$ cat src/design/tcw_pkg.sv
package tcw_pkg;

	localparam int COLUMNS    = 80;
	localparam int ROWS       = 25;
	localparam int CELL_COUNT = ROWS * COLUMNS;

	localparam int ADDR_W = $clog2(CELL_COUNT);
	localparam int CNT_W  = $clog2(CELL_COUNT + 1);
	localparam int ROW_W  = $clog2(ROWS);
	localparam int COL_W  = $clog2(COLUMNS);
	localparam int CELL_W = 16;

	localparam logic [7:0] NEWLINE_CODE = 8'h0A;
	localparam logic [7:0] SPACE_CODE   = 8'h20;
	localparam logic [7:0] GREY_ATTR    = 8'h07;
	localparam logic [CELL_W-1:0] BLANK_CELL = {GREY_ATTR, SPACE_CODE};

	typedef enum logic [1:0] {
		FN_PUT   = 2'd0,
		FN_ATTR  = 2'd1,
		FN_CLEAR = 2'd2,
		FN_READ  = 2'd3
	} func_t;

	typedef struct packed {
		logic              we;
		logic [ADDR_W-1:0] waddr;
		logic [CELL_W-1:0] wdata;
		logic              re;
		logic [ADDR_W-1:0] raddr;
	} ram_req_t;

	typedef struct packed {
		logic [4:0]        row;
		logic [6:0]        col;
		logic [10:0]       linear;
		logic [CELL_W-1:0] word;
	} rsp_t;

endpackage

$ cat src/design/tcw_seq.sv
module tcw_seq
	import tcw_pkg::*;
(
	input  logic              clk,
	input  logic              arst_n,
	input  logic              req_valid,
	output logic              req_stall,
	input  logic [1:0]        func,
	input  logic [7:0]        char_code,
	input  logic [7:0]        attr_value,
	input  logic [10:0]       cell_index,
	output logic              done,
	input  logic              take,
	output rsp_t              rsp,
	output ram_req_t          ram_req,
	input  logic [CELL_W-1:0] ram_rdata
);

	typedef enum logic [6:0] {
		ST_IDLE   = 7'b0000001,
		ST_EXEC   = 7'b0000010,
		ST_RDWAIT = 7'b0000100,
		ST_COPY   = 7'b0001000,
		ST_BLANK  = 7'b0010000,
		ST_FILL   = 7'b0100000,
		ST_DONE   = 7'b1000000
	} state_t;

	state_t             state_q;
	logic [CNT_W-1:0]   cnt_q;
	logic               init_q;
	logic [ROW_W-1:0]   cursor_row_q;
	logic [COL_W-1:0]   cursor_col_q;
	logic [7:0]         attr_q;
	logic               wr_pend_s1;
	logic [ADDR_W-1:0]  wr_addr_s1;

	func_t              func_q;
	logic [7:0]         char_q;
	logic [7:0]         attr_in_q;
	logic [10:0]        index_q;
	logic [CELL_W-1:0]  word_q;

	logic               accept;
	logic [ADDR_W-1:0]  cursor_lin;
	logic               index_ok;
	logic               is_newline;
	logic               col_at_end;
	logic               row_at_end;
	logic               copy_more;

	assign req_stall  = !(state_q == ST_IDLE || (state_q == ST_DONE && take));
	assign accept     = req_valid && !req_stall;
	assign done       = (state_q == ST_DONE);
	assign cursor_lin = ADDR_W'(cursor_row_q * COLUMNS + cursor_col_q);
	assign index_ok   = (32'(index_q) < CELL_COUNT);
	assign is_newline = (char_q == NEWLINE_CODE);
	assign col_at_end = (cursor_col_q == COL_W'(COLUMNS - 1));
	assign row_at_end = (cursor_row_q == ROW_W'(ROWS - 1));
	assign copy_more  = (cnt_q < CNT_W'(CELL_COUNT));

	assign rsp.row    = 5'(cursor_row_q);
	assign rsp.col    = 7'(cursor_col_q);
	assign rsp.linear = 11'(cursor_lin);
	assign rsp.word   = word_q;

	always_comb begin
		ram_req = '0;
		unique case (state_q)
			ST_EXEC: begin
				if (func_q == FN_PUT && !is_newline) begin
					ram_req.we    = 1'b1;
					ram_req.waddr = cursor_lin;
					ram_req.wdata = {attr_q, char_q};
				end
				if (func_q == FN_READ && index_ok) begin
					ram_req.re    = 1'b1;
					ram_req.raddr = ADDR_W'(index_q);
				end
			end
			ST_COPY: begin
				// Reads run one row ahead of writes, so a copy never reads a cell
				// that is still waiting to be written.
				ram_req.re    = copy_more;
				ram_req.raddr = cnt_q[ADDR_W-1:0];
				ram_req.we    = wr_pend_s1;
				ram_req.waddr = wr_addr_s1;
				ram_req.wdata = ram_rdata;
			end
			ST_BLANK: begin
				ram_req.we    = 1'b1;
				ram_req.waddr = cnt_q[ADDR_W-1:0];
				ram_req.wdata = {attr_q, SPACE_CODE};
			end
			ST_FILL: begin
				ram_req.we    = 1'b1;
				ram_req.waddr = cnt_q[ADDR_W-1:0];
				ram_req.wdata = BLANK_CELL;
			end
			default: begin
				ram_req = '0;
			end
		endcase
	end

	always_ff @(posedge clk or negedge arst_n) begin
		if (!arst_n) begin
			state_q      <= ST_FILL;
			cnt_q        <= '0;
			init_q       <= 1'b1;
			cursor_row_q <= '0;
			cursor_col_q <= '0;
			attr_q       <= GREY_ATTR;
			wr_pend_s1   <= 1'b0;
		end else begin
			unique case (state_q)
				ST_IDLE, ST_DONE: begin
					if (accept) begin
						state_q <= ST_EXEC;
					end else if (state_q == ST_DONE && take) begin
						state_q <= ST_IDLE;
					end
				end
				ST_EXEC: begin
					unique case (func_q)
						FN_PUT: begin
							if (is_newline || col_at_end) begin
								cursor_col_q <= '0;
								if (row_at_end) begin
									cnt_q      <= CNT_W'(COLUMNS);
									wr_pend_s1 <= 1'b0;
									state_q    <= ST_COPY;
								end else begin
									cursor_row_q <= cursor_row_q + 1'b1;
									state_q      <= ST_DONE;
								end
							end else begin
								cursor_col_q <= cursor_col_q + 1'b1;
								state_q      <= ST_DONE;
							end
						end
						FN_ATTR: begin
							attr_q  <= attr_in_q;
							state_q <= ST_DONE;
						end
						FN_CLEAR: begin
							attr_q       <= GREY_ATTR;
							cursor_row_q <= '0;
							cursor_col_q <= '0;
							cnt_q        <= '0;
							state_q      <= ST_FILL;
						end
						FN_READ: begin
							state_q <= index_ok ? ST_RDWAIT : ST_DONE;
						end
						default: begin
							state_q <= ST_DONE;
						end
					endcase
				end
				ST_RDWAIT: begin
					state_q <= ST_DONE;
				end
				ST_COPY: begin
					if (copy_more) begin
						cnt_q      <= cnt_q + 1'b1;
						wr_pend_s1 <= 1'b1;
					end else begin
						// The last copy write drains in this cycle.
						wr_pend_s1 <= 1'b0;
						cnt_q      <= CNT_W'((ROWS - 1) * COLUMNS);
						state_q    <= ST_BLANK;
					end
				end
				ST_BLANK: begin
					if (cnt_q == CNT_W'(CELL_COUNT - 1)) begin
						state_q <= ST_DONE;
					end else begin
						cnt_q <= cnt_q + 1'b1;
					end
				end
				ST_FILL: begin
					if (cnt_q == CNT_W'(CELL_COUNT - 1)) begin
						state_q <= init_q ? ST_IDLE : ST_DONE;
						init_q  <= 1'b0;
					end else begin
						cnt_q <= cnt_q + 1'b1;
					end
				end
				default: begin
					state_q <= ST_IDLE;
				end
			endcase
		end
	end

	always_ff @(posedge clk) begin
		if (accept) begin
			func_q    <= func_t'(func);
			char_q    <= char_code;
			attr_in_q <= attr_value;
			index_q   <= cell_index;
		end
		if (state_q == ST_EXEC) begin
			word_q <= '0;
		end
		if (state_q == ST_RDWAIT) begin
			word_q <= ram_rdata;
		end
		if (state_q == ST_COPY) begin
			wr_addr_s1 <= ADDR_W'(cnt_q - CNT_W'(COLUMNS));
		end
	end

	a_cursor_range: assert property (@(posedge clk) disable iff (!arst_n)
		(32'(cursor_row_q) < ROWS) && (32'(cursor_col_q) < COLUMNS))
		else $error("cursor left the screen");

	a_copy_order: assert property (@(posedge clk) disable iff (!arst_n)
		wr_pend_s1 |-> (CNT_W'(wr_addr_s1) + CNT_W'(COLUMNS + 1) == cnt_q))
		else $error("scroll copy write does not trail its read by one row");

	a_copy_drained: assert property (@(posedge clk) disable iff (!arst_n)
		(state_q == ST_BLANK) |-> !wr_pend_s1)
		else $error("copy write still pending while blanking the last row");

	a_one_at_a_time: assert property (@(posedge clk) disable iff (!arst_n)
		(req_valid && !req_stall) |=> (req_stall && !done))
		else $error("transaction accepted while another is in flight");

endmodule

$ cat config.mk
export PLATFORM = sky130hd
export DESIGN_NAME = tcw_seq
export DESIGN_NICKNAME = d
export VERILOG_FILES = /design/src/design/tcw_pkg.sv /design/src/design/tcw_seq.sv
export SDC_FILE = /design/constraint.sdc
export NUM_CORES = 1
export LEC_CHECK = 0
export BUFFER_PORTS_ARGS = -buffer_cell sky130_fd_sc_hd__buf_2
export CELL_PAD_IN_SITES_DETAIL_PLACEMENT = 1
export CELL_PAD_IN_SITES_GLOBAL_PLACEMENT = 1
export CORE_MARGIN = 4
export CORE_UTILIZATION = 30
export CTS_CLUSTER_SIZE = 12
export DETAILED_ROUTE_END_ITERATION = 8
export MAX_ROUTING_LAYER = met4
export PLACE_DENSITY_LB_ADDON = 0.15
export SKIP_CTS_REPAIR_TIMING = 1
export SLEW_MARGIN = 10
export SYNTH_ARGS = -nofsm -noshare
export SYNTH_HDL_FRONTEND = slang
export SYNTH_SLANG_ARGS = --single-unit
export TNS_END_PERCENT = 5
$ cat constraint.sdc
create_clock -name clk -period 7.1 [get_ports clk]
set_input_delay 0.71 -clock clk [delete_from_list [all_inputs] [get_ports clk]]
set_output_delay 0.71 -clock clk [all_outputs]
set_load 0.05 [all_outputs]
======== Yosys cells after proc, flatten, opt, wreduce, memory -nomap -nowiden ========
Cells that the tools add are included.
storage, ports and cells
  bits of input ports ..................... 49
  output and inout bits ................... 81
  logic and storage cells ................. 105
  flip-flop bits (word level) ............. 96
operators by class
  reductions and logical operators ........ 23
  order comparisons ....................... 2
  $mul .................................... 1
  $add $sub $neg .......................... 5
  multiplexer cells ....................... 34
  equality and inequality tests ........... 27
operators by type and width
  operator                                            number
  one-hot mux 28 bit (4 select lines)                 1
  two-way mux 7 bit                                   10
  two-way mux 11 bit                                  4
  one-hot mux 7 bit (6 select lines)                  1
  one-hot mux 11 bit (3 select lines)                 1
  two-way mux 16 bit                                  2
  two-way mux 28 bit                                  1
  one-hot mux 7 bit (4 select lines)                  1
  one-hot mux 12 bit (2 select lines)                 1
  less-than comparator 11 bit, second input constant  2
  one-hot mux 11 bit (2 select lines)                 1
  != test 2 bit, second input constant                8
  one-hot mux 8 bit (2 select lines)                  1
  equality test 7 bit, second input constant          2
  one-hot mux 7 bit (2 select lines)                  1
  two-way mux 12 bit                                  1
  AND reduction 4 bit                                 3
  adder 11 x 1 -> 11 bit, second input constant       1
  adder 11 x 7 -> 11 bit                              1
  equality test 11 bit, second input constant         1
  subtractor 11 x 7 -> 11 bit, second input constant  1
  two-way mux 5 bit                                   2
  one-hot mux 5 bit (2 select lines)                  1
  != test 3 bit, second input constant                3
  other kinds (26)                                    41

======== Logic depth before layout (Yosys ltp) ========
Gate-level depths: netlist of run 1.
  word-level depth ........................ 6
  depth in mapped cells ................... 8
  depth with buffers taken out ............ 8

======== Worst setup path before layout of run 1 ========
No wires, ideal clock.
  kind .................................... register to output
  start point ............................. register cursor_row_q[3]
  end point ............................... output ram_req[38] in the netlist's numbering
  path slack .............................. 2942 ps
  buffers on the path ..................... 0
  data arrival time ....................... 3448 ps
  data required time ...................... 6390 ps
  stages on the path, launching flop included .. 8
  path through ............................ dfrtp_1 ha_1 ha_1 inv_1 fa_1 nor3_1 xor3_1 o21ai_0
RTL lines
  what                      line            text
  start: declaration        tcw_seq.sv:32   logic [ROW_W-1:0] cursor_row_q;
  start signal: assignment  tcw_seq.sv:134  cursor_row_q <= cursor_row_q + 1'b1;
  end: declaration          tcw_seq.sv:15   output ram_req_t ram_req,

==> flow_metrics.env, run 1 <==
export IMPL_drive_gt1_share_pct=28.2
export IMPL_dpl_cell_count=800
export IMPL_hp_class="reg2reg"
export IMPL_min_period_ns=3.99
export IMPL_synth_cell_type_count=72
export IMPL_gr_total_overflow=0
export IMPL_seq_area_frac_synth_pct=51.4
export IMPL_yosys_area_share_xor_xnor_pct=3.14
export IMPL_grt_pass1_vias=4299
export IMPL_crit_chain="nor4b_2, nand2_1, clkinv_1, buf_4, a222oi_1, inv_1, buf_2"
export IMPL_area_growth_pct=20.6
export IMPL_fin_skew_ns=0.00659
export IMPL_synth_top_area_share_pct=32.2
export IMPL_cp_arrival_ns=3.28
export IMPL_diodes=0
export IMPL_fin_cells=816
export IMPL_syn_inst=478
export IMPL_synth_area_mm2=0.00523
export IMPL_synth_net_count=550
export IMPL_cts_sinks=96
export IMPL_pre_cts_slack_ns=3.44
export IMPL_grt_usage_pct=16.3
export IMPL_synth_area_leaders="edfxtp_1, dfrtp_1, ha_1"
export IMPL_setup_tns_final_ns=0
export IMPL_powerDensity_mw_per_mm2=314
export IMPL_die_w_um=140
export IMPL_vias=4188
export IMPL_synth_simple_area_share_pct=17.1
export IMPL_cts_htree_levels=3
export IMPL_dr_pass1_iters=4
export IMPL_fin_ws_ns=3.11
export IMPL_avgViaCountPerCell=5.13
export IMPL_holdPathStages=2
export IMPL_end_kind="output pin"
export IMPL_drv_cap=0
export IMPL_layout_commonest_cell="buf_2"
export IMPL_setup_viol=0
export IMPL_async_flop_share_pct=41.7
export IMPL_dieArea_mm2=0.0196
export IMPL_slew_violations=0
export IMPL_critPathSlowestCell="clkinv_1"
export IMPL_worstReg2RegStart="cnt_q[8]"
export IMPL_outcome="complete, no violations"
export IMPL_wl_per_cell_um=18.8
export IMPL_ys_ff_latch=96
export IMPL_path_clk_slew_ns=0.07
export IMPL_required_ns=6.39
export IMPL_yosysTopAreaCell="edfxtp_1"
export IMPL_drtIter0Drc=214
export IMPL_synth_mux_area_share_pct=1.17
export IMPL_worst_pin_slew_ns=1.07
export IMPL_startpoint_type="flop"
export IMPL_r2r_cells=5
export IMPL_wirelength_mm=15.3
export IMPL_ant_nets=0
export IMPL_clk_path_buf_depth=2
export IMPL_cts_buffers=9
export IMPL_dp_hpwl_mm=11.8
export IMPL_antenna_found_initial=0
export IMPL_synth_edf_count=56
export IMPL_finalHoldViolations=0
export IMPL_critPathBufInv=4
export IMPL_period_share_pct=56.2
export IMPL_ys_warn_count=0
export IMPL_crit_path_max_fanout=26
export IMPL_io_buffers=129
export IMPL_cp_top_family="buffers and inverters"
export IMPL_coreArea_mm2=0.0168
export IMPL_drc=0
export IMPL_die_y_um=140
export IMPL_power_leakage_nw=2.76
export IMPL_grt_start_max_net_pins=41
export IMPL_synthAdderAreaFrac_pct=5.79
export IMPL_critPathMaxStageDelay_ns=0.61
export IMPL_cts_tree="done"
export IMPL_num_io_pins=130
export IMPL_vdd_ir_drop_worst_uv=138
export IMPL_cp_depth=7
export IMPL_clkLatencyLatePin_ns=0.35
export IMPL_cts_root_buf="clkbuf_16"
export IMPL_synth_top_family_by_area="simple AND/OR/NAND/NOR gates"
export IMPL_synth_avg_cell_area_um2=10.9
export IMPL_layout_common_cells="buf_2, edfxtp_1, nand2_1"
export IMPL_startpoint="state_q[6]"
export IMPL_rows=47
export IMPL_start_util_pct=31.1
export IMPL_rsz0062_at_grt="no"
export IMPL_ys_flop_type="edfxtp_1"
export IMPL_critical_path_class="reg2out"
export IMPL_synth_compound_area_share_pct=16.4
export IMPL_min_delay_start="attr_q[2]"
export IMPL_fmax_mhz=251
export IMPL_grt_pass1_wl_mm=24.7
export IMPL_gp_congestion=0.807
export IMPL_max_slew_margin_pct=27.8
export IMPL_layout_nets=663
[stage by stage]
| stage | hold slack [ns] | utilization [%] | cell area, µm² | total power, mW |
|---|---|---|---|---|
| after floorplan | 0.414 | - | 5230 | 1.34 |
| after CTS | 0.493 | 37.4 | 6300 | 2.01 |
| after global routing | 0.513 | 37.5 | 6300 | 2.10 |
| after global placement | 0.472 | 35.7 | 6010 | 1.51 |
| final | 0.484 | 37.5 | 6300 | 1.98 |
| after detailed placement | 0.482 | 35.7 | 6010 | 1.53 |
[power by group]
part / switching [mW] / total (mW) / internal [mW]
Clock: 0.229 / 0.474 / 0.245
Combinational: 0.474 / 0.661 / 0.187
Sequential: 0.113 / 0.844 / 0.731
Total: 0.816 / 1.98 / 1.16
[kinds of logic (layout without fill, tap and decap cells)]
logic type      after synthesis  in the layout
fa+ha+maj                    23             23
xor+xnor                     17             17
simple gates                156            156
flops                        96             96
mux                           6              6
compound gates              124            124
buf+inv                      56            174
[layer usage]
metal  wire length [µm]  track usage, %  share of wire, %  vias up
li1                   -               -                 -     2001
met1               7060            21.6                46     2082
met2               7450            26.1                49       91
met3                633            2.56               4.1       14
met4                198            4.79               1.3        0
met5                  0               -                 0        -
[flip-flops by register name, summed over array words and instances, names as in the netlist]
register / count
attr_in_q: 8
attr_q: 8
char_q: 8
cnt_q: 11
cursor_col_q: 7
cursor_row_q: 5
func_q: 2
index_q: 11
init_q: 1
state_q: 7
word_q: 16
wr_addr_s1: 11
wr_pend_s1: 1
[synthesized netlist by cell type (5+ instances only)]
cell      count
nor2b_1       5
a222oi_1      5
edfxtp_1     56
nand2_1      50
dfstp_2       5
nor3_1        6
dfrtp_1      35
a21oi_1      15
o21ai_0      36
a22o_1       18
xnor2_1      11
buf_2         6
inv_1        26
xor2_1        5
mux2i_1       5
nand2b_1      8
and2_1       17
buf_4         6
ha_1         21
a22oi_1       8
nor2_1       18
and3_1        7
clkbuf_1     14
a31oi_1       6
nand3_1       9
[final timing paths]
check | end | slack [ns]
max | ram_req[31] | 3.11
min | attr_q[2] | 0.48
max reg2reg | cnt_q[3] | 4.22
min reg2reg | attr_q[2] | 0.48
max in group asynchronous | cnt_q[1] | 5.96
min in group asynchronous | cursor_col_q[1] | 0.52
[area by class of cell]
class,instances,area (µm²)
clock buffer,9,225
clock inverter,7,62.6
fill,1920,10500
inverter,27,101
multi-input combinational,326,2290
sequential,96,2690
tap,220,275
timing repair buffer,131,661
[worst min-delay path: cells and delay by family, from the launching register on]
family           cells  cell delay (ns)
AND/OR/NAND/NOR      1             0.04
flip-flops           1             0.37
AO/OA/AOI/OAI        1             0.07
No activity file was read; power rests on OpenSTA's default activity.
==> run 2: changes to the inputs <==
==> constraint.sdc (replaced) <==
create_clock -name clk -period 3.65 [get_ports clk]
set_input_delay 0.365 -clock clk [delete_from_list [all_inputs] [get_ports clk]]
set_output_delay 0.365 -clock clk [all_outputs]
set_load 0.05 [all_outputs]
==> flow_metrics.env, run 2 (synthesis results as in run 1) <==
export IMPL_die_w_um=140
export IMPL_drc=0
export IMPL_cts_sinks=96
export IMPL_p_sw_share_pct=40.3
export IMPL_max_slew_margin_pct=32.6
export IMPL_clk_path_buf_depth=2
export IMPL_setup_viol=0
export IMPL_cts_htree_levels=3
export IMPL_clkPwrFrac_pct=24.9
export IMPL_diodes=0
export IMPL_cts_root_buf="clkbuf_16"
export IMPL_clkLatencyLatePin_ns=0.35
export IMPL_fin_ws_ns=0.391
export IMPL_critPathMaxStageDelay_ns=0.45
export IMPL_period_share_pct=89.3
export IMPL_hp_class="in2async"
export IMPL_grt_pass1_wl_mm=24.5
export IMPL_cts_buffers=9
export IMPL_worst_pin_slew_ns=1.01
export IMPL_pre_cts_slack_ns=0.733
export IMPL_crit_path_max_fanout=6
export IMPL_setup_tns_final_ns=0
export IMPL_powerDensity_mw_per_mm2=613
export IMPL_outcome="complete, no violations"
export IMPL_regMostFlops="word_q"
export IMPL_layout_common_cells="buf_2, edfxtp_1, nand2_1"
export IMPL_fin_skew_ns=0.0111
export IMPL_antenna_found_initial=0
export IMPL_grt_start_max_net_pins=41
export IMPL_power_leakage_nw=2.82
export IMPL_area_growth_pct=21.9
export IMPL_drtIter0Drc=210
export IMPL_vias=4193
export IMPL_coreArea_mm2=0.0168
export IMPL_crit_top_cell="ha_1"
export IMPL_end_kind="output pin"
export IMPL_layout_commonest_cell="buf_2"
export IMPL_wl_per_cell_um=18.5
export IMPL_path_clk_slew_ns=0.07
export IMPL_slew_violations=0
export IMPL_power_internal_mw=2.33
export IMPL_finalHoldViolations=0
export IMPL_pwr_share_comb_pct=33.1
export IMPL_dieArea_mm2=0.0196
export IMPL_fin_cells=824
export IMPL_grt_pass1_vias=4385
export IMPL_critical_path_class="reg2out"
export IMPL_gp_congestion=0.844
export IMPL_cts_tree="done"
export IMPL_io_buffers=129
export IMPL_avgViaCountPerCell=5.09
export IMPL_p_switching_mw=1.58
export IMPL_start_util_pct=31.1
export IMPL_die_y_um=140
export IMPL_ant_nets=0
export IMPL_rsz0062_at_grt="no"
export IMPL_drv_cap=0
export IMPL_gr_total_overflow=0
export IMPL_num_io_pins=130
export IMPL_dpl_cell_count=808
export IMPL_dr_pass1_iters=5
export IMPL_required_ns=3.28
export IMPL_cp_arrival_ns=2.89
export IMPL_critPathBufInv=2
export IMPL_rows=47
export IMPL_grt_usage_pct=16.2
export IMPL_startpoint_type="flop"
export IMPL_crit_chain="ha_1, ha_1, inv_1, fa_1, nor3_1, xor3_1, o21ai_1, buf_2"
export IMPL_critPathSlowestCell="dfrtp_1"
export IMPL_largest_reg_flops=16
export IMPL_wirelength_mm=15.2
export IMPL_min_period_ns=3.26
export IMPL_fmax_mhz=307
export IMPL_vdd_ir_drop_worst_uv=298
export IMPL_fillers=1938
export IMPL_layout_nets=671
export IMPL_dp_hpwl_mm=11.8
export IMPL_cp_top_family="adder cells"
export IMPL_seqPwrFrac_pct=42.1
export IMPL_drive_gt1_share_pct=29.1
==> run 2: cell types whose count changed in the layout (fill, tap and decap cells not counted) <==
cell and delta:
inv_4 +1, nor4_2 +1, o21ai_1 +1, o21ai_0 -1, inv_8 -1, bufinv_16 +1
buf_4 +8, nor4_4 -1, clkinvlp_4 -2, clkinv_2 +1
==> run 2: path summary, 6_finish.rpt <==
path / from / to / slack (ns) / cells after the start
hold / removal: arst_n / cursor_col_q[2] / 0.17 / 1
setup reg to reg: cnt_q[4] / cnt_q[4] / 1.00 / 7
setup / recovery: cursor_row_q[1] / ram_req[38] / 0.39 / 8
hold reg to reg: attr_q[7] / attr_q[7] / 0.48 / 2
max in group asynchronous: arst_n / state_q[1] / 2.83 / 1
min in group clk: attr_value[7] / attr_in_q[7] / 0.19 / 1
==> run 2: power by group through the flow <==
stage                     clock, mW  sequential [mW]  combinational (mW)
after floorplan                   0             1.78               0.829
after global placement            0             1.66                1.29
after detailed placement          0             1.67                1.31
after CTS                      1.01             1.65                1.31
after global routing           1.05             1.69                1.40
final                         0.971             1.64                1.29
==> run 2: through the flow <==
stage	hold WS (ns)	util (%)	power, mW	area [µm²]
2_1_floorplan	0.0694	-	2.61	5230
3_3_place_gp	0.469	36.1	2.95	6070
3_5_place_dp	0.478	36.1	2.99	6070
4_1_cts	0.165	37.9	3.97	6370
5_1_grt	0.167	37.9	4.14	6370
6_report	0.171	37.9	3.91	6370
==> run 2: layout make-up <==
type / instances / area, µm² / area share (%)
sequential: 96 / 2690 / 42.2
timing repair buffer: 139 / 721 / 11.3
clock inverter: 7 / 77.6 / 1.22
inverter: 27 / 101 / 1.59
tap: 220 / 275 / 4.32
multi-input combinational: 326 / 2280 / 35.8
clock buffer: 9 / 225 / 3.53
==> run 2: routing by layer <==
layer / wire [µm] / part of all wire, % / track usage [%]
met4: 175 / 1.2 / 4.03
met1: 6810 / 45 / 20.8
met5: 0 / 0 / -
met2: 7590 / 50 / 26.8
met3: 643 / 4.2 / 2.86
